[src/rtl/core/assert_macros.svh]
// Shared assertion helpers for the core RTL.
`ifndef ASSERT_MACROS_SVH
`define ASSERT_MACROS_SVH

// Clocked property, switched off while reset is applied.
`define ASSERT_CLK(label, clk, rst_n, prop, msg) \
  label: assert property (@(posedge clk) disable iff (!rst_n) prop) else $error(msg);

// Same, on the standard clock and reset names.
`define ASSERT_STD(label, prop, msg) `ASSERT_CLK(label, clk_i, rst_ni, prop, msg)

`endif

[src/rtl/core/dofu_pkg.sv]
`default_nettype none
package dofu_pkg;

  localparam int COORD_BITS     = 24;
  localparam int DIFF_BITS      = COORD_BITS + 1;
  localparam int SUM_BITS       = 2 * DIFF_BITS;
  localparam int ROOT_BITS      = SUM_BITS / 2;
  localparam int REM_BITS       = ROOT_BITS + 3;
  localparam int DIST_BITS      = 24;
  localparam int CMP_BITS       = (ROOT_BITS > DIST_BITS) ? ROOT_BITS : DIST_BITS;
  localparam int OPA_FRAC_BITS  = 16;
  localparam int OPA_BITS       = OPA_FRAC_BITS + 1;
  localparam int CFG_IDX_BITS   = 2;

  localparam logic [OPA_BITS-1:0] ONE = {1'b1, {OPA_FRAC_BITS{1'b0}}};

  typedef enum logic [CFG_IDX_BITS-1:0] {
    REG_NEAR_TRANSP = 2'd0,
    REG_NEAR_OPAQUE = 2'd1,
    REG_FAR_OPAQUE  = 2'd2,
    REG_FAR_TRANSP  = 2'd3
  } cfg_reg_e;

  typedef enum logic [1:0] {
    SEL_ZERO,
    SEL_ONE,
    SEL_NEAR,
    SEL_FAR
  } sel_e;

  typedef struct packed {
    sel_e                 sel;
    logic [DIST_BITS-1:0] num;
    logic [DIST_BITS-1:0] den;
  } ramp_t;

  typedef struct packed {
    sel_e                sel;
    logic [OPA_BITS-1:0] quot;
  } div_res_t;

  function automatic logic [DIFF_BITS-1:0] abs_diff(
    input logic signed [COORD_BITS-1:0] a,
    input logic signed [COORD_BITS-1:0] b
  );
    logic signed [DIFF_BITS-1:0] d;
    d = DIFF_BITS'(a) - DIFF_BITS'(b);
    return d[DIFF_BITS-1] ? DIFF_BITS'(-d) : DIFF_BITS'(d);
  endfunction

endpackage
`default_nettype wire

[src/rtl/core/dofu_div.sv]
`default_nettype none
module dofu_div (
  input  wire logic                clk_i,
  input  wire logic                rst_ni,
  input  wire logic                en_i,
  input  wire logic                valid_i,
  input  wire dofu_pkg::ramp_t     ramp_i,
  output logic                     valid_o,
  output dofu_pkg::div_res_t       res_o
);

  localparam int N  = dofu_pkg::OPA_FRAC_BITS + 1;
  localparam int DW = dofu_pkg::DIST_BITS;
  localparam int QW = dofu_pkg::OPA_BITS;

  logic                 v_q    [N];
  dofu_pkg::sel_e       sel_q  [N];
  logic [DW-1:0]        den_q  [N];
  logic [DW-1:0]        rem_q  [N];
  logic [QW-1:0]        quot_q [N];

  // Stage 0 settles the integer bit, the rest one fraction bit each.
  for (genvar k = 0; k < N; k++) begin : g_stage
    logic              v_in;
    dofu_pkg::sel_e    sel_in;
    logic [DW-1:0]     den_in;
    logic [DW:0]       rem_sh;
    logic [QW-1:0]     quot_in;
    logic              ge;

    if (k == 0) begin : g_first
      assign v_in    = valid_i;
      assign sel_in  = ramp_i.sel;
      assign den_in  = ramp_i.den;
      assign rem_sh  = {1'b0, ramp_i.num};
      assign quot_in = '0;
    end else begin : g_next
      assign v_in    = v_q[k-1];
      assign sel_in  = sel_q[k-1];
      assign den_in  = den_q[k-1];
      assign rem_sh  = {rem_q[k-1], 1'b0};
      assign quot_in = quot_q[k-1];
    end

    assign ge = rem_sh >= {1'b0, den_in};

    always_ff @(posedge clk_i or negedge rst_ni) begin
      if (!rst_ni) begin
        v_q[k] <= 1'b0;
      end else if (en_i) begin
        v_q[k] <= v_in;
      end
    end

    always_ff @(posedge clk_i) begin
      if (en_i) begin
        sel_q[k]  <= sel_in;
        den_q[k]  <= den_in;
        rem_q[k]  <= ge ? DW'(rem_sh - {1'b0, den_in}) : DW'(rem_sh);
        quot_q[k] <= {quot_in[QW-2:0], ge};
      end
    end
  end

  assign valid_o    = v_q[N-1];
  assign res_o.sel  = sel_q[N-1];
  assign res_o.quot = quot_q[N-1];

endmodule
`default_nettype wire

[config.mk]
export PLATFORM = sky130hd
export DESIGN_NAME = dofu_div
export DESIGN_NICKNAME = d
export VERILOG_FILES = /design/src/rtl/core/assert_macros.svh /design/src/rtl/core/dofu_pkg.sv /design/src/rtl/core/dofu_div.sv
export SDC_FILE = /design/constraint.sdc
export NUM_CORES = 2
export LEC_CHECK = 0
export BUFFER_PORTS_ARGS = -buffer_cell sky130_fd_sc_hd__buf_2
export CAP_MARGIN = 10
export CORE_ASPECT_RATIO = 1.2
export CORE_MARGIN = 2
export CORE_UTILIZATION = 30
export CTS_CLUSTER_SIZE = 20
export DETAILED_ROUTE_END_ITERATION = 16
export HOLD_SLACK_MARGIN = 0.05
export SKIP_LAST_GASP = 1
export SLEW_MARGIN = 20
export SYNTH_ARGS = -nofsm -noshare
export SYNTH_HDL_FRONTEND = slang
export SYNTH_SLANG_ARGS = --single-unit
[constraint.sdc]
create_clock -name clk_i -period 6.58 [get_ports clk_i]
set_input_delay 1.316 -clock clk_i [delete_from_list [all_inputs] [get_ports clk_i]]
set_output_delay 1.316 -clock clk_i [all_outputs]
set_load 0.005 [all_outputs]
; ---- Word level (Yosys, flattened, before mapping)
; Memories as Yosys holds them, arrays and structs flattened.
; Index checks and enable logic that the tools add are counted.
[word_totals]
ff_bits = 17
ram_bits = 1139
inputBits = 54
word_cells = 74
memories = 4
[mem_list]
columns = memory, words, width, rd, rd_ports_with_merged_regs, write_ports, line
row1 = den_q, 17, 24, 16, 0, 17, dofu_div.sv:18  ; logic [DW-1:0] den_q [N];
row2 = rem_q, 17, 24, 16, 0, 17, dofu_div.sv:19  ; logic [DW-1:0] rem_q [N];
row3 = quot_q, 17, 17, 17, 0, 17, dofu_div.sv:20  ; logic [QW-1:0] quot_q [N];
row4 = sel_q, 17, 2, 17, 0, 17, dofu_div.sv:17  ; dofu_pkg::sel_e sel_q [N];
[classes]
add_sub_neg = 17
n_lt_le_gt_ge = 17
muxes = 19
[ops]
columns = operator, count
row1 = 24-bit 2-to-1 mux, 17
row2 = 24-bit subtractor, 17
row3 = 25-bit by 24-bit greater-or-equal comparator with 1-bit output, 16
row4 = 24-bit greater-or-equal comparator, 1
row5 = 1-bit 2-to-1 mux, 2

; ---- Longest topological paths before layout
; An unclocked memory read counts as a cell.
[depth]
ltp_word = 3
depth_mapped = 15
mapped_depth_nobuf = 13

; ---- Least setup slack after synthesis
; No wires, ideal clock.
[synth_timing]
path_type = input to register
start = input ramp_i[2] (netlist bit)
end = memory rem_q[0][18] (netlist bit), data pin
setup_ns = 0.260
arrival_time_ns = 3.783
path_slack_ns = 2.537
stages = 12
cell_sequence = inv_1 ha_1 nor2b_1 o21ai_0 nand2b_1 a221oi_1 o21a_1 o21ai_0 a41o_1 a31oi_1 clkbuf_1 mux2_2
[synth_lines]
columns = item, line
row1 = start: declaration, dofu_div.sv:7  ; input wire dofu_pkg::ramp_t ramp_i,
row2 = end: declaration, dofu_div.sv:19

==> run_results.csv <==
group,metric,value,unit
status,outcome,"complete, no violations",
floorplan,die-height,466,µm
yosys,async_flop_share,0.0175,
global_routing,antenna_found_initial,0,
floorplan,die_x,389,µm
clocking,post-cts-setup-buffers,0,
sta,finalHoldViolCount,0,
detailed_routing,detailedRoute.firstPassIterationCount,5,
clocking,numCtsBuffers,112,
critical_path,cp_max_fo,25,
sta,setup_tns,0,ps
power,peakVddDrop,0.000261,V
yosys,ys_top_cells_by_area,"edfxtp_1 54%, ha_1 9.6%, inv_1 3.6%",
yosys,netlist.area_leader.share,0.538,
critical_path,cp.required,7020,ps
yosys,post-synth-top-count-cell,"edfxtp_1",
yosys,yosysTopAreaCell,"edfxtp_1",
critical_path,r2r_cells,12,
global_routing,use_met3,0.0163,
clocking,cts_max_path_buffers,3,
global_routing,use_met1,0.106,
detailed_routing,post_drt_wl_per_cell,15.0,µm
yosys,syn-cell-area,53300,µm²
power,leakage,24.1,nW
placement,place_area,56500,µm²
layout,diodes,0,
global_routing,grt_max_degree,176,
sta,slew_headroom,0.261,
clocking,clk_pin_slew_worst_paths,60,ps
global_routing,gr-usage-met2,0.239,
floorplan,ios,74,
critical_path,end_kind,"flip-flop",
worst_hold_path,holdPathStages,0,
placement,dp_slack,1430,ps
sta,timing.fmax,223,MHz
sta,finClkSkew,102,ps
yosys,synth-edff-count,955,
global_routing,grt_use_total,0.115,
critical_path,r2r-start,"den_q[0][3]",
detailed_routing,drtAntennaViolNets,0,
layout,utilization,0.340,
layout,final_area,60100,µm²
sta,fin_crit_sh,0.681,
worst_hold_path,hold_end,"quot_q[1][93]",
critical_path,r2r_end,"rem_q[0][26]",
worst_hold_path,min-delay-start,"quot_q[1][75]",
placement,io_buffers,73,
yosys,synth_commonest_cells,"955 x edfxtp_1, 515 x inv_1, 407 x ha_1, 337 x a21oi_1",
critical_path,critPathKind,"flip-flop to flip-flop",
placement,finalWeightedCongestion,0.908,
yosys,synth.avg_cell_area,11.6,µm²
yosys,synth_flop_cell,"edfxtp_1",
detailed_routing,routed_wl,107000,µm
floorplan,initial_utilization,0.302,
detailed_routing,num_vias,33840,
yosys,yosysWarnings,0,
yosys,syn_nets,5075,
sta,rsz0062_at_grt,"no",
placement,dp_hpwl,80300,µm
yosys,synth_seq_cells,972,
layout,drive_gt1_frac,0.0927,
sta,setup_viol,0,
sta,hold_slack,411,ps
layout,synthToLayoutAreaGrowth,12.8,%
power,power.density,467,nW/µm²
clocking,holdBufCountCts,0,
detailed_routing,drc,0,
layout,nets,5209,
yosys,synth_cell_type_count,82,
floorplan,rows,169,
floorplan,core,177000,µm²
clocking,cts_root_buf,"clkbuf_16",
sta,tightest_slew,1080,ps
yosys,syn_inst,4598,
placement,place_inst,6926,
global_routing,grt_pass1_vias,34629,
global_routing,grt-ovfl-total,0,
global_routing,grt_pass1_wl,170000,µm
detailed_routing,avgViaCountPerCell,4.75,
floorplan,dieArea,181000,µm²
critical_path,critPathArrivalTime,4920,ps
layout,final_cells,7130,
global_routing,grt.busiest_layer,"met2",
sta,setup_slack,2100,ps
power,p_total,28.1,mW
worst_hold_path,hp-class,"flip-flop to flip-flop",
critical_path,cp-start-kind,"flip-flop",
job,drv_cap,0,
clocking,cts_tree,"done",
detailed_routing,drt-initial-drc-count,1399,
sta,slew_viol_final,0,
sta,period_minus_slack,4480,ps
clocking,cts-resized-gates,0,
clocking,clk_latency,770,ps
yosys,synth_seq_area_share,0.546,
clocking,clock_sinks,972,
critical_path,regToRegSetupSlack,2100,ps
clocking,cts_max_level,3,
## cell families after synthesis
group	count (synthesis)	share of synthesized area
AO/OA/AOI/OAI	1107	0.131
XOR/XNOR	316	0.0519
adder cells (fa/ha/maj)	423	0.102
buffers and inverters	596	0.0430
flip-flops	972	0.546
multiplexers	175	0.0374
AND/OR/NAND/NOR	1009	0.0892
## state kept, by name, summed over array words and instances (netlist names)
name and flops:
valid_o 1, den_q 384, rem_q 384, sel_q 34, quot_q 153, g_stage.v_in 16
## cell type report
cell class              instances  area [µm²]
clock inverters                67         676
well taps                    2308        2890
clock buffers                 137        2940
repair buffers                100         641
multi-input cells            3030       21900
fillers                     17284      116000
flip-flops and latches        972       29100
inverters                     516        1940
## worst max-delay path by stage
stage               slack [ps]   startpoint  cells after the start           end
floorplan                 2540    ramp_i[2]                     12  rem_q[0][18]
global placement          1500    ramp_i[2]                     13   rem_q[0][3]
detailed placement        1430   ramp_i[24]                     14   rem_q[0][3]
CTS                       2090  den_q[0][3]                     12  rem_q[0][26]
global route              1870  den_q[0][1]                     12  rem_q[0][26]
finish                    2100  den_q[0][3]                     12  rem_q[0][26]
## cells in the final DEF, fill, tap and decap left out, drive strengths merged, types with 135 or more instances in the layout
cell    Yosys  layout
ha        407     407
edfxtp    955     955
xnor2     196     196
mux2      164     164
a21oi     342     342
o21ai     289     289
a21o      135     135
nor2      291     291
nand2     291     291
clkbuf     54     137
inv       515     519
## power by group
part | switching, mW | internal, mW
Clock | 2.54 | 3.46
Combinational | 6.76 | 5.37
Sequential | 0.806 | 9.15
## worst max-delay path: stages, from the launching register on
cell	delay (ps)
edfxtp_1	410
inv_1	60
ha_1	360
nand2_1	100
o21bai_1	160
a21boi_1	260
o31a_1	220
a21oi_1	170
o41ai_1	770
a31oi_1	200
o21ai_1	190
a211o_1	820
mux2_2	430
## layer usage
layer	share of wire	vias up
met5	0	-
met4	0.047	0
met3	0.030	253
met2	0.57	560
met1	0.36	16027
li1	-	17000
Power figures use the tool's default switching activity.
