$ cat src/rtl/core/assert_macros.svh
// Shared assertion helpers for the core RTL.
`ifndef ASSERT_MACROS_SVH
`define ASSERT_MACROS_SVH

// Clocked property, switched off while reset is applied.
`define ASSERT_CLK(label, clk, rst_n, prop, msg) \
  label: assert property (@(posedge clk) disable iff (!rst_n) prop) else $error(msg);

// Same, on the standard clock and reset names.
`define ASSERT_STD(label, prop, msg) `ASSERT_CLK(label, clk_i, rst_ni, prop, msg)

`endif

$ cat src/rtl/core/dofu_pkg.sv
`default_nettype none
package dofu_pkg;

  localparam int COORD_BITS     = 24;
  localparam int DIFF_BITS      = COORD_BITS + 1;
  localparam int SUM_BITS       = 2 * DIFF_BITS;
  localparam int ROOT_BITS      = SUM_BITS / 2;
  localparam int REM_BITS       = ROOT_BITS + 3;
  localparam int DIST_BITS      = 24;
  localparam int CMP_BITS       = (ROOT_BITS > DIST_BITS) ? ROOT_BITS : DIST_BITS;
  localparam int OPA_FRAC_BITS  = 16;
  localparam int OPA_BITS       = OPA_FRAC_BITS + 1;
  localparam int CFG_IDX_BITS   = 2;

  localparam logic [OPA_BITS-1:0] ONE = {1'b1, {OPA_FRAC_BITS{1'b0}}};

  typedef enum logic [CFG_IDX_BITS-1:0] {
    REG_NEAR_TRANSP = 2'd0,
    REG_NEAR_OPAQUE = 2'd1,
    REG_FAR_OPAQUE  = 2'd2,
    REG_FAR_TRANSP  = 2'd3
  } cfg_reg_e;

  typedef enum logic [1:0] {
    SEL_ZERO,
    SEL_ONE,
    SEL_NEAR,
    SEL_FAR
  } sel_e;

  typedef struct packed {
    sel_e                 sel;
    logic [DIST_BITS-1:0] num;
    logic [DIST_BITS-1:0] den;
  } ramp_t;

  typedef struct packed {
    sel_e                sel;
    logic [OPA_BITS-1:0] quot;
  } div_res_t;

  function automatic logic [DIFF_BITS-1:0] abs_diff(
    input logic signed [COORD_BITS-1:0] a,
    input logic signed [COORD_BITS-1:0] b
  );
    logic signed [DIFF_BITS-1:0] d;
    d = DIFF_BITS'(a) - DIFF_BITS'(b);
    return d[DIFF_BITS-1] ? DIFF_BITS'(-d) : DIFF_BITS'(d);
  endfunction

endpackage
`default_nettype wire

$ cat src/rtl/core/dofu_sqdist.sv
`default_nettype none
module dofu_sqdist (
  input  wire logic                                   clk_i,
  input  wire logic                                   rst_ni,
  input  wire logic                                   en_i,
  input  wire logic                                   valid_i,
  input  wire logic signed [dofu_pkg::COORD_BITS-1:0] target_x_i,
  input  wire logic signed [dofu_pkg::COORD_BITS-1:0] target_y_i,
  input  wire logic signed [dofu_pkg::COORD_BITS-1:0] target_z_i,
  input  wire logic signed [dofu_pkg::COORD_BITS-1:0] ref_x_i,
  input  wire logic signed [dofu_pkg::COORD_BITS-1:0] ref_y_i,
  input  wire logic signed [dofu_pkg::COORD_BITS-1:0] ref_z_i,
  output logic                                        valid_o,
  output logic [dofu_pkg::SUM_BITS-1:0]               sum_o
);

  logic [2:0]                          v_q;
  logic [dofu_pkg::DIFF_BITS-1:0]      dx_q, dy_q, dz_q;
  logic [dofu_pkg::SUM_BITS-1:0]       sx_q, sy_q, sz_q;
  logic [dofu_pkg::SUM_BITS-1:0]       sum_q;

  always_ff @(posedge clk_i or negedge rst_ni) begin
    if (!rst_ni) begin
      v_q <= '0;
    end else if (en_i) begin
      v_q <= {v_q[1:0], valid_i};
    end
  end

  always_ff @(posedge clk_i) begin
    if (en_i) begin
      dx_q  <= dofu_pkg::abs_diff(target_x_i, ref_x_i);
      dy_q  <= dofu_pkg::abs_diff(target_y_i, ref_y_i);
      dz_q  <= dofu_pkg::abs_diff(target_z_i, ref_z_i);
      sx_q  <= dofu_pkg::SUM_BITS'(dx_q) * dofu_pkg::SUM_BITS'(dx_q);
      sy_q  <= dofu_pkg::SUM_BITS'(dy_q) * dofu_pkg::SUM_BITS'(dy_q);
      sz_q  <= dofu_pkg::SUM_BITS'(dz_q) * dofu_pkg::SUM_BITS'(dz_q);
      sum_q <= sx_q + sy_q + sz_q;
    end
  end

  assign valid_o = v_q[2];
  assign sum_o   = sum_q;

endmodule
`default_nettype wire

$ cat config.mk
export PLATFORM = sky130hd
export DESIGN_NAME = dofu_sqdist
export DESIGN_NICKNAME = d
export VERILOG_FILES = /design/src/rtl/core/assert_macros.svh /design/src/rtl/core/dofu_pkg.sv /design/src/rtl/core/dofu_sqdist.sv
export SDC_FILE = /design/constraint.sdc
export NUM_CORES = 2
export LEC_CHECK = 0
export BUFFER_PORTS_ARGS = -buffer_cell sky130_fd_sc_hd__buf_4
export CORE_ASPECT_RATIO = 0.8
export CORE_MARGIN = 1.5
export CORE_UTILIZATION = 65
export DETAILED_ROUTE_END_ITERATION = 10
export PLACE_DENSITY = 0.83
export SLEW_MARGIN = 20
export SYNTH_ARGS = -nofsm -noshare
export SYNTH_HDL_FRONTEND = slang
export SYNTH_SLANG_ARGS = --single-unit
$ cat constraint.sdc
create_clock -name clk_i -period 9.5 [get_ports clk_i]
set_clock_uncertainty 0.05 [all_clocks]
set_input_delay 0 -clock clk_i [delete_from_list [all_inputs] [get_ports clk_i]]
set_output_delay 0 -clock clk_i [all_outputs]
set_load 0.03 [all_outputs]
Yosys cells after proc, flatten, opt, wreduce, memory -nomap -nowiden

Index checks and enable logic that the tools add are counted.

Multiplexer cells: 3
$add $sub $neg: 8
Multipliers: 3

Operators by type and width:

| kind           | count |
|---|---|
| $mul 25x25->50 | 3 |
| $add 50x50->50 | 2 |
| $neg 25->25    | 3 |
| $sub 24x24->25 | 3 |
| $mux 24        | 3 |

Output and inout bits: 51
Register bits after elaboration: 278
Word-level logic and storage cells: 25
Input port bits: 148

Longest topological paths before layout

Word-level depth: 3
Gate-level depth with buffers: 29
Depth with buffers taken out: 27

Least setup slack after synthesis

OpenSTA, ideal clock, no wires.

Path type: register -> register
From: register dx_q[3] in the netlist's numbering
To: register sx_q[42] in the netlist's numbering (data pin)
Data arrival time: 6984 ps
Cell stages (with the launch flop): 29
Required time: 9184 ps
Path slack: 2200 ps
Path through: edfxtp_1 -> clkbuf_1 -> clkbuf_1 -> nand2_1 -> fa_1 -> inv_1 -> fa_1 -> inv_1 -> fa_1 -> inv_1 -> fa_1 -> inv_1 -> fa_1 -> inv_1 -> fa_1 -> inv_1 -> fa_1 -> inv_1 -> ha_1 -> and3_1 -> a2111oi_0 -> o31a_1 -> o21ai_1 -> o311ai_1 -> o211ai_1 -> o2111ai_1 -> o21ai_0 -> a31oi_1 -> xnor2_1

Cells in the longest elaborated chain, start to end: 1

RTL lines:

| item                   | RTL line          | RTL |
|---|---|---|
| from (decl)            | dofu_sqdist.sv:18 | `logic [dofu_pkg::DIFF_BITS-1:0] dx_q, dy_q, dz_q;` |
| from (signal assigned) | dofu_sqdist.sv:32 | `dx_q <= dofu_pkg::abs_diff(target_x_i, ref_x_i);` |
| $mul 25x25->50         | dofu_sqdist.sv:35 | `sx_q <= dofu_pkg::SUM_BITS'(dx_q) * dofu_pkg::SUM_BITS'(dx_q);` |
| to (signal assigned)   | dofu_sqdist.sv:35 |  |
| to (decl)              | dofu_sqdist.sv:19 | `logic [dofu_pkg::SUM_BITS-1:0] sx_q, sy_q, sz_q;` |

No other way between the ends.
A chain may end at the register's enable or synchronous reset.

Worst setup path after layout

From: register dz_q[9] in the netlist's numbering
To: register sz_q[35] in the netlist's numbering (data pin)

Cells in the longest elaborated chain, start to end: 1

RTL lines:

| item                   | RTL line          | RTL |
|---|---|---|
| from (decl)            | dofu_sqdist.sv:18 |  |
| from (signal assigned) | dofu_sqdist.sv:34 | `dz_q <= dofu_pkg::abs_diff(target_z_i, ref_z_i);` |
| $mul 25x25->50         | dofu_sqdist.sv:37 | `sz_q <= dofu_pkg::SUM_BITS'(dz_q) * dofu_pkg::SUM_BITS'(dz_q);` |
| to (signal assigned)   | dofu_sqdist.sv:37 |  |
| to (decl)              | dofu_sqdist.sv:19 |  |

No other way between the ends.

==> impl_metrics.env <==
export IMPL_status="finished clean"
export IMPL_viasPerCell=5.638
export IMPL_cts_tree="built"
export IMPL_fp_row_count=107
export IMPL_hold_path_class="in2reg"
export IMPL_critical_path_most_common_cell="fa_1"
export IMPL_hold_buffers=16
export IMPL_die_h_microns=297.9
export IMPL_yosys_top_cells_area="fa_1, ha_1, edfxtp_1, inv_1, nand2_1"
export IMPL_gr_usage_all_layers_pct=31.92
export IMPL_syn2layout_area_growth_pct=6.232
export IMPL_worstSetupPathType="reg2reg"
export IMPL_cts_setup_buffers=0
export IMPL_ys_types=92
export IMPL_routabilityCongestion=0.9519
export IMPL_start_kind="flop"
export IMPL_num_vias=50980
export IMPL_synth_seq_cells=275
export IMPL_antenna_found_initial=5
export IMPL_initial_utilization_pct=65.99
export IMPL_synth_edf_count=272
export IMPL_post_cts_resize_count=0
export IMPL_avgSynthCellArea_sq_um=9.438
export IMPL_grt_pass1_vias=54700
export IMPL_portBuffers=198
export IMPL_routed_wl_mm=171.2
export IMPL_synth_most_common_cell="inv_1"
export IMPL_dieArea_sq_mm=0.1107
export IMPL_seq_area_frac_synth_pct=11.66
export IMPL_crit_chain="inv_1, nor2_1, inv_1, fa_1, inv_1, fa_1, fa_1, ha_1, inv_1, fa_1, inv_1, fa_1, fa_1, ha_1, nand2_1, o21ai_0, a22oi_1, o311ai_0, a21oi_1, o21bai_1, a31oi_1, o21ai_0, a31oi_1, xnor2_1"
export IMPL_clock_path_buffers=3
export IMPL_worstPathRequired_ns=9.77
export IMPL_worst_slew_pin_slew_ns=1.211
export IMPL_cts_root_buf="clkbuf_16"
export IMPL_drive_gt1_share_pct=4.828
export IMPL_htreeDepth=2
export IMPL_max_stage_delay_ns=0.98
export IMPL_fillers=7845
export IMPL_avgRoutedWirePerCell_microns=18.93
export IMPL_yosysTopAreaCell="fa_1"
export IMPL_hold_violations=0
export IMPL_cp_max_fo=22
export IMPL_syn_area_sq_mm=0.07067
export IMPL_slew_violations=0
export IMPL_layout_nets=9883
export IMPL_overflow=0
export IMPL_clk_pin_slew_worst_paths_ns=0.05
export IMPL_crit_arrival_ns=9.01
export IMPL_synth_cells=7488
export IMPL_finalSetupViolations=0
export IMPL_clock_latency_ns=0.62
export IMPL_fp_dieW_microns=371.7
export IMPL_drt_pass1_iterations=5
export IMPL_synth_flop_cell="edfxtp_1"
export IMPL_io_pin_count=199
export IMPL_maxCapViolations=0
export IMPL_cts_sinks=275
export IMPL_max_freq_ghz=0.1145
export IMPL_drtIter0Drc=4498
export IMPL_synth_top_area_share_pct=41.07
export IMPL_yosys_top_cells_count="inv_1, fa_1, ha_1"
export IMPL_drc_errors=0
export IMPL_cp_slowest_cell="edfxtp_1"
export IMPL_drtAntennaViolNets=0
export IMPL_final_setup_tns_ns=0
export IMPL_cts_buffers=34
export IMPL_post_route_period_util_pct=91.96
export IMPL_cp_end_kind="flop"
export IMPL_slew_headroom_pct=19.30
export IMPL_hpwl_mm=142.1
export IMPL_grt_pass1_wl_mm=278.7
export IMPL_grt_max_degree=181
export IMPL_rsz0062_at_grt="false"
export IMPL_core_region_area_sq_mm=0.1071
export IMPL_ys_async_sr_fraction_pct=1.091
export IMPL_ys_warnings_count=0
export IMPL_finalCriticalPeriod_ns=8.737
## kinds of logic after synthesis
logic type	share of synthesized area (%)
buf+inv	12.61
xor+xnor	4.237
other cells	0.005306
fa+ha+maj	53.27
simple gates	10.49
flops	11.66
compound gates	7.519
mux	0.2142
## final timing paths
kind | to | depth (start not counted) | slack, ns | from
max | sz_q[35] | 24 | 0.76 | dz_q[9]
min | dx_q[21] | 4 | 0.03 | target_x_i[21]
max reg2reg | sz_q[35] | 24 | 0.76 | dz_q[9]
min reg2reg | v_q[2] | 1 | 0.46 | v_q[2]
max in group asynchronous | v_q[1] | 3 | 9.01 | rst_ni
min in group asynchronous | v_q[0] | 3 | 0.23 | rst_ni
## sequential cells by signal, indices dropped and copies added (netlist names)
register  flops
sum_o        50
sx_q         49
sy_q         49
sz_q         49
dx_q         25
dy_q         25
dz_q         25
v_q           3
## critical path: cells and delay by family (launching register included)
kind	cells	cell delay, ns
fa+ha+maj	8	3.56
simple gates	2	0.44
xor+xnor	1	0.14
compound gates	8	2.60
buf+inv	5	0.70
flops	1	0.98
## per-stage QoR
step                      cell area, sq um  utilization, %  cells  setup slack (ns)  hold WS, ns
final                                75080           70.10   9041            0.7635      0.03308
after floorplan                      70680               -   7490             2.200      -0.3456
after CTS                            74960           69.99   9033            0.9807     0.001898
after global placement               73600           68.72   8954             1.185      -0.2605
after detailed placement             73610           68.73   8955             1.023      -0.2582
after global routing                 75070           70.09   9039            0.5384      0.02331
## layout by cell type, fill, tap and decap left out, types with 227 or more instances in the layout
| cell | synthesis | final |
|---|---|---|
| fa_1 | 1450 | 1450 |
| a21oi_1 | 260 | 260 |
| nor2_1 | 245 | 245 |
| ha_1 | 689 | 689 |
| buf_4 | 1 | 252 |
| inv_1 | 2162 | 2162 |
| edfxtp_1 | 272 | 272 |
| nand2_1 | 612 | 612 |
| xnor2_1 | 227 | 227 |
| and2_1 | 361 | 361 |
## layer usage
metal,GRT usage (%),wire length (microns)
met5,0,13
met4,9.456,5452
met3,6.703,17340
met2,50.66,79100
met1,44.47,69290
## cell type report
class	instances	area (sq um)	area share, %
multi-input combinational	4846	53560	71.34
sequential	275	8243	10.98
inverter	2162	8115	10.81
timing repair buffer	277	2192	2.920
tap	1417	1773	2.361
clock buffer	37	862.1	1.148
clock inverter	25	330.3	0.4400
antenna	2	5.005	0.006666
Power is not shown: default switching activity piles up to over one toggle a cycle in this logic, so the estimate is an artifact.
