## src/rtl/core/assert_macros.svh

```systemverilog
// Shared assertion helpers for the core RTL.
`ifndef ASSERT_MACROS_SVH
`define ASSERT_MACROS_SVH

// Clocked property, switched off while reset is applied.
`define ASSERT_CLK(label, clk, rst_n, prop, msg) \
  label: assert property (@(posedge clk) disable iff (!rst_n) prop) else $error(msg);

// Same, on the standard clock and reset names.
`define ASSERT_STD(label, prop, msg) `ASSERT_CLK(label, clk_i, rst_ni, prop, msg)

`endif

```

## src/rtl/core/dofu_pkg.sv

```systemverilog
`default_nettype none
package dofu_pkg;

  localparam int COORD_BITS     = 24;
  localparam int DIFF_BITS      = COORD_BITS + 1;
  localparam int SUM_BITS       = 2 * DIFF_BITS;
  localparam int ROOT_BITS      = SUM_BITS / 2;
  localparam int REM_BITS       = ROOT_BITS + 3;
  localparam int DIST_BITS      = 24;
  localparam int CMP_BITS       = (ROOT_BITS > DIST_BITS) ? ROOT_BITS : DIST_BITS;
  localparam int OPA_FRAC_BITS  = 16;
  localparam int OPA_BITS       = OPA_FRAC_BITS + 1;
  localparam int CFG_IDX_BITS   = 2;

  localparam logic [OPA_BITS-1:0] ONE = {1'b1, {OPA_FRAC_BITS{1'b0}}};

  typedef enum logic [CFG_IDX_BITS-1:0] {
    REG_NEAR_TRANSP = 2'd0,
    REG_NEAR_OPAQUE = 2'd1,
    REG_FAR_OPAQUE  = 2'd2,
    REG_FAR_TRANSP  = 2'd3
  } cfg_reg_e;

  typedef enum logic [1:0] {
    SEL_ZERO,
    SEL_ONE,
    SEL_NEAR,
    SEL_FAR
  } sel_e;

  typedef struct packed {
    sel_e                 sel;
    logic [DIST_BITS-1:0] num;
    logic [DIST_BITS-1:0] den;
  } ramp_t;

  typedef struct packed {
    sel_e                sel;
    logic [OPA_BITS-1:0] quot;
  } div_res_t;

  function automatic logic [DIFF_BITS-1:0] abs_diff(
    input logic signed [COORD_BITS-1:0] a,
    input logic signed [COORD_BITS-1:0] b
  );
    logic signed [DIFF_BITS-1:0] d;
    d = DIFF_BITS'(a) - DIFF_BITS'(b);
    return d[DIFF_BITS-1] ? DIFF_BITS'(-d) : DIFF_BITS'(d);
  endfunction

endpackage
`default_nettype wire

```

## src/rtl/core/dofu_isqrt.sv

```systemverilog
`default_nettype none
module dofu_isqrt (
  input  wire logic                                 clk_i,
  input  wire logic                                 rst_ni,
  input  wire logic                                 en_i,
  input  wire logic                                 valid_i,
  input  wire logic [dofu_pkg::SUM_BITS-1:0]        x_i,
  output logic                                      valid_o,
  output logic [dofu_pkg::ROOT_BITS-1:0]            root_o
);

  localparam int N = dofu_pkg::ROOT_BITS;

  logic                                 v_q    [N];
  logic [dofu_pkg::SUM_BITS-1:0]        x_q    [N];
  logic [dofu_pkg::REM_BITS-1:0]        rem_q  [N];
  logic [dofu_pkg::ROOT_BITS-1:0]       root_q [N];

  // One result bit per stage, most significant first.
  for (genvar k = 0; k < N; k++) begin : g_stage
    logic                             v_in;
    logic [dofu_pkg::SUM_BITS-1:0]    x_in;
    logic [dofu_pkg::REM_BITS-1:0]    rem_in, rem_sh, trial;
    logic [dofu_pkg::ROOT_BITS-1:0]   root_in;
    logic                             ge;

    if (k == 0) begin : g_first
      assign v_in    = valid_i;
      assign x_in    = x_i;
      assign rem_in  = '0;
      assign root_in = '0;
    end else begin : g_next
      assign v_in    = v_q[k-1];
      assign x_in    = x_q[k-1];
      assign rem_in  = rem_q[k-1];
      assign root_in = root_q[k-1];
    end

    always_comb begin
      rem_sh = {rem_in[dofu_pkg::REM_BITS-3:0], x_in[dofu_pkg::SUM_BITS-1-2*k -: 2]};
      trial  = dofu_pkg::REM_BITS'({root_in, 2'b01});
      ge     = rem_sh >= trial;
    end

    always_ff @(posedge clk_i or negedge rst_ni) begin
      if (!rst_ni) begin
        v_q[k] <= 1'b0;
      end else if (en_i) begin
        v_q[k] <= v_in;
      end
    end

    always_ff @(posedge clk_i) begin
      if (en_i) begin
        x_q[k]    <= x_in;
        rem_q[k]  <= ge ? rem_sh - trial : rem_sh;
        root_q[k] <= {root_in[dofu_pkg::ROOT_BITS-2:0], ge};
      end
    end
  end

  assign valid_o = v_q[N-1];
  assign root_o  = root_q[N-1];

endmodule
`default_nettype wire

```

## config.mk

```make
export PLATFORM = sky130hd
export DESIGN_NAME = dofu_isqrt
export DESIGN_NICKNAME = d
export VERILOG_FILES = /design/src/rtl/core/assert_macros.svh /design/src/rtl/core/dofu_pkg.sv /design/src/rtl/core/dofu_isqrt.sv
export SDC_FILE = /design/constraint.sdc
export NUM_CORES = 2
export LEC_CHECK = 0
export BUFFER_PORTS_ARGS = -buffer_cell sky130_fd_sc_hd__buf_2
export CAP_MARGIN = 5
export CORE_MARGIN = 2
export CORE_UTILIZATION = 30
export CTS_CLUSTER_DIAMETER = 200
export DETAILED_ROUTE_END_ITERATION = 7
export PLACE_DENSITY_LB_ADDON = 0.1
export SETUP_SLACK_MARGIN = 0.4
export SLEW_MARGIN = 5
export SYNTH_ARGS = -nofsm -noshare
export SYNTH_HDL_FRONTEND = slang
export SYNTH_SLANG_ARGS = --single-unit
```

## constraint.sdc

```tcl
create_clock -name clk_i -period 3.6 [get_ports clk_i]
set_clock_uncertainty 0.2 [all_clocks]
set_input_delay 0.54 -clock clk_i [delete_from_list [all_inputs] [get_ports clk_i]]
set_output_delay 0.54 -clock clk_i [all_outputs]
set_load 0.005 [all_outputs]
```

==> Word level (Yosys, flattened, before mapping) <==
Memories as Yosys holds them, arrays and structs flattened.
Index checks and enable logic that the tools add are counted.
{ "totals": {"reg_bits": 25, "ram_bits": 2575, "input_bits": 54, "out_inout_bits": 26, "word_cells": 105, "memories": 3} }
{ "op_classes": {"add_sub_neg": 25, "magnitude_cmp": 25, "mux": 27} }
{ "mem_list": {"columns": ["name", "depth", "word_bits", "rd", "rd_clocked_by_memory_dff", "wr", "line", "source"], "rows": [
  ["x_q", 25, 50, 24, 0, 25, "dofu_isqrt.sv:15", "logic [dofu_pkg::SUM_BITS-1:0] x_q [N];"],
  ["rem_q", 25, 28, 24, 0, 25, "dofu_isqrt.sv:16", "logic [dofu_pkg::REM_BITS-1:0] rem_q [N];"],
  ["root_q", 25, 25, 25, 0, 25, "dofu_isqrt.sv:17", "logic [dofu_pkg::ROOT_BITS-1:0] root_q [N];"]
]} }
{ "ops": {"columns": ["cell", "count"], "rows": [
  ["two-way mux 28 bit", 25],
  [">= comparator 28 x 27 -> 1 bit", 24],
  ["subtractor 28 x 27 -> 28 bit", 24],
  ["subtractor 2 x 1 -> 3 bit, second input constant", 1],
  [">= comparator 2 x 1 -> 1 bit, second input constant", 1],
  ["two-way mux 1 bit", 2]
]} }

==> Logic depth before layout (Yosys ltp) <==
An unclocked memory read counts as a cell.
{ "logic_depth": {"ltp_word": 3, "ltp_mapped": 14} }

==> Worst setup path after synthesis <==
Ideal clock, no wire load.
{ "synth_path": {"kind": "reg-to-reg", "start": "mem rem_q[0][168] (netlist name)", "end": "mem rem_q[0][221] (netlist name), data pin", "setup_time_ns": 0.266, "t_arrival_ns": 3.134, "slack_ns": 0.001, "path_stages_with_launch": 12, "synth_period_minus_slack_ns": 3.599, "cell_sequence": "edfxtp_1 > ha_1 > nor2b_1 > o21ai_0 > a21boi_0 > o41ai_1 > a21oi_1 > nor4b_1 > nand3b_1 > clkbuf_1 > nor3_1 > xor2_1"} }
{ "synth_lines": {"columns": ["item", "line"], "rows": [
  ["start, declared", "dofu_isqrt.sv:16"]
]} }

==> qor.csv <==
stage,metric,value,unit
outcome,status,completed,
synthesis,yosysWarnings,0,
cells_and_area,drive_gt1_share,19.1,%
power_and_ir_drop,p_per_area,595,nW/um2
synthesis,synth-adder-area-share,6.25,%
floorplan,num_rows,177,
setup_path,crit_path_max_fanout,5,
clock_network,clkLatencyLatePin,0.81,ns
global_routing,grt-busiest-layer,met2,
clock_network,cts_tree,done,
global_routing,grt_first_pass_wirelength,232000,um
power_and_ir_drop,p_leak,32.8,nW
synthesis,syn-num-nets,5723,
synthesis,synthXorXnorAreaFrac,5.93,%
synthesis,synth_top_family_by_area,simple AND/OR/NAND/NOR gates,
worst_hold_path,whs_path_depth,0,
setup_path,critical_path_class,reg -> reg,
timing,finalCriticalPeriod,3.42,ns
placed_design,dpl-instance-area,76400,um2
synthesis,synth-seq-cells,1539,
global_routing,antenna_found_initial,6,
timing,drv_slew,0,
setup_path,crit_buf_inv,2,
synthesis,yosysUniqueCellTypes,75,
routing,dr.pass1.iters,7,
synthesis,ys_seq_area_share,65.4,%
floorplan,dieArea,239000,um2
setup_path,cp_slowest_cell,or4_4,
routing,vias_per_cell,4.58,
floorplan,start_util,30.2,%
setup_path,cpPeakStageDelay,0.55,ns
placed_design,place.gp.congestion,0.828,
setup_path,path_depth,10,
clock_network,cts_buffers,177,
global_routing,grt.overflow.total,0,
global_routing,grt_pass1_vias,41500,
setup_path,r2r_cells,10,
synthesis,synth.mux.area_fraction,1.42,%
routing,vias,41900,
clock_network,cts.sinks,1539,
global_routing,grtUsageMet3,2.19,%
timing,max_freq,292,MHz
setup_path,crit_family,simple AND/OR/NAND/NOR gates,
global_routing,gr-usage-met1,17.0,%
synthesis,async_reset_ff_share,1.62,%
synthesis,syn_area_per_cell,13.2,um2
clock_network,clockBufferDepth,3,
timing,relSlewSlack,51.3,%
synthesis,synth_area,70400,um2
placed_design,io_buffer_count,79,
floorplan,pin_count,80,
clock_network,cts_root_buffer,clkbuf_16,
global_routing,grtUsageMet2,19.2,%
synthesis,synth_edf_count,1514,
setup_path,crit_top_cell,or3_4,
routing,drt_iter0_drc,2610,
worst_hold_path,hold_class,reg -> reg,
routing,ant_nets,0,
timing,hold_viol,0,
global_routing,grt_usage,12.2,%
floorplan,fp.dieW,489,um
cells_and_area,fillers,22600,
cells_and_area,nets,6287,
synthesis,synthCells,5317,
setup_path,path_cells,or4_4 -> or3_4 -> or3_4 -> or3_4 -> nor4_4 -> nor3b_4 -> buf_4 -> or3_4 -> buf_4 -> xnor2_2,
synthesis,synth_compound_area_share,8.87,%
cells_and_area,syn2layout_area_growth,22.7,%
timing,setup_violations,0,
floorplan,coreArea,233000,um2
cells_and_area,final_common_cell,edfxtp_1,
floorplan,die-height,489,um
cells_and_area,fin_util,37.1,%
cells_and_area,mostFrequentLayoutCells,"edfxtp_1, inv_1, nor2_1",
global_routing,grt_max_degree,103,
synthesis,synth_top_flop_cell,edfxtp_1,
routing,wire_per_inst,16.3,um
setup_path,start_kind,flop,
power_and_ir_drop,ir_drop,385,uV
clock_network,clk_pin_slew,0.06,ns
setup_path,critPathRequiredTime,3.94,ns
placed_design,post-dp-hpwl,103000,um
synthesis,synth-simple-area-share,9.30,%
timing,rsz0062_at_grt,true,
cells_and_area,final_cell_area,86400,um2
routing,route.detailed.drc,0,
routing,wirelength,149000,um
flow_run,cap_viol_max_count,0,
timing,worstMarginPinSlew,0.724,ns
clock_network,h-tree-depth,4,
setup_path,setup.worst_path.end_class,flop,
timing,period_share,95.0,%
setup_path,crit_arrival,3.76,ns
-- layout make-up --
class | count | area (um2) | share of cell area (%)
flip-flops and latches | 1539 | 46100 | 53.3
multi-input cells | 3262 | 25000 | 28.9
clock buffers | 220 | 4610 | 5.34
repair buffers | 470 | 4340 | 5.02
well taps | 3132 | 3920 | 4.53
inverters | 430 | 1620 | 1.88
clock inverters | 107 | 896 | 1.04
repair inverters | 1 | 7.51 | 0.00868
diodes | 1 | 2.50 | 0.00289
-- metrics by stage --
step	TNS (ns)	power (mW)	std cells	hold WS, ns	setup WS (ns)
finish	0	51.5	9162	0.198	0.180
global route	0	54.4	9162	0.176	0.0500
CTS	0	51.3	9054	0.135	0.210
detailed placement	-0.0688	33.3	8628	0.205	-0.0688
global placement	0	33.3	8628	0.200	0.0392
floorplan	0	30.2	5317	0.0444	0.0590
-- cell usage after synthesis (6+ instances only) --
cell / instances / area share, %
edfxtp_1: 1514 / 65
inv_1: 429 / 2.3
ha_1: 352 / 6.3
a21oi_1: 345 / 2.5
nor2_1: 344 / 1.8
nand2_1: 308 / 1.6
o21ai_0: 265 / 1.9
xnor2_1: 252 / 3.1
xor2_1: 225 / 2.8
nor3_1: 123 / 0.87
a21o_1: 117 / 1.2
mux2_2: 87 / 1.4
nand3_1: 86 / 0.61
nand2b_1: 83 / 0.74
nor4_1: 69 / 0.61
clkbuf_1: 68 / 0.36
o21a_1: 65 / 0.69
or3_1: 55 / 0.49
nor2b_1: 52 / 0.46
nand4_1: 43 / 0.38
a31oi_1: 35 / 0.31
o31ai_1: 34 / 0.36
or4_1: 31 / 0.33
dfrtp_1: 25 / 0.89
and3_1: 24 / 0.21
a211oi_1: 23 / 0.25
or2_2: 22 / 0.20
o21bai_1: 21 / 0.22
and2_1: 18 / 0.16
o211ai_1: 18 / 0.19
nor3b_1: 14 / 0.15
a2111oi_0: 12 / 0.15
nand3b_1: 12 / 0.13
a211o_1: 10 / 0.12
buf_1: 10 / 0.053
o41ai_1: 10 / 0.12
a21boi_0: 9 / 0.096
nand4b_1: 8 / 0.099
o2111ai_1: 8 / 0.099
nor4b_1: 6 / 0.075
o22ai_1: 6 / 0.053
o31a_1: 6 / 0.075
-- registers in the layout, indices dropped and copies added, names as in the netlist --
name          count
root_q          325
g_stage.v_in     24
valid_o           1
x_q             600
rem_q           589
-- final timing paths --
check	start	end	slack (ns)
max	rem_q[0][150]	rem_q[0][185]	0.18
min	x_q[1][10]	x_q[1][60]	0.20
max reg2reg	rem_q[0][150]	rem_q[0][185]	0.18
min reg2reg	x_q[1][10]	x_q[1][60]	0.20
max in group asynchronous	rst_ni	g_stage[10].v_in	2.50
min in group asynchronous	rst_ni	g_stage[18].v_in	0.55
-- per-layer routing --
layer | share of wire (%) | up-vias
li1 | - | 20800
met1 | 48 | 20300
met2 | 45 | 624
met3 | 4.1 | 232
met4 | 2.4 | 0
met5 | 0 | -
-- kinds of logic after synthesis --
kind of cell    after synthesis
other cells                   1
compound gates             1025
simple gates               1318
flops                      1539
mux                          89
fa+ha+maj                   352
buf+inv                     516
xor+xnor                    477
-- timing repair --
item / CTS / global route
endpoints found under the hold margin: 114 / 0
setup buffers: 38 / 95
setup endpoints to repair: 298 / 410
gates resized for setup: 146 / 425
pin swaps: 26 / 132
hold buffers: 57 / 0
gates cloned: 4 / 12
-- report_power, final --
part	total (mW)	internal, mW	switching (mW)
clock network	17.1	9.78	7.36
registers	24.0	22.5	1.49
logic	10.3	4.85	5.44
total	51.5	37.2	14.3
Power figures use the tool's default switching activity.
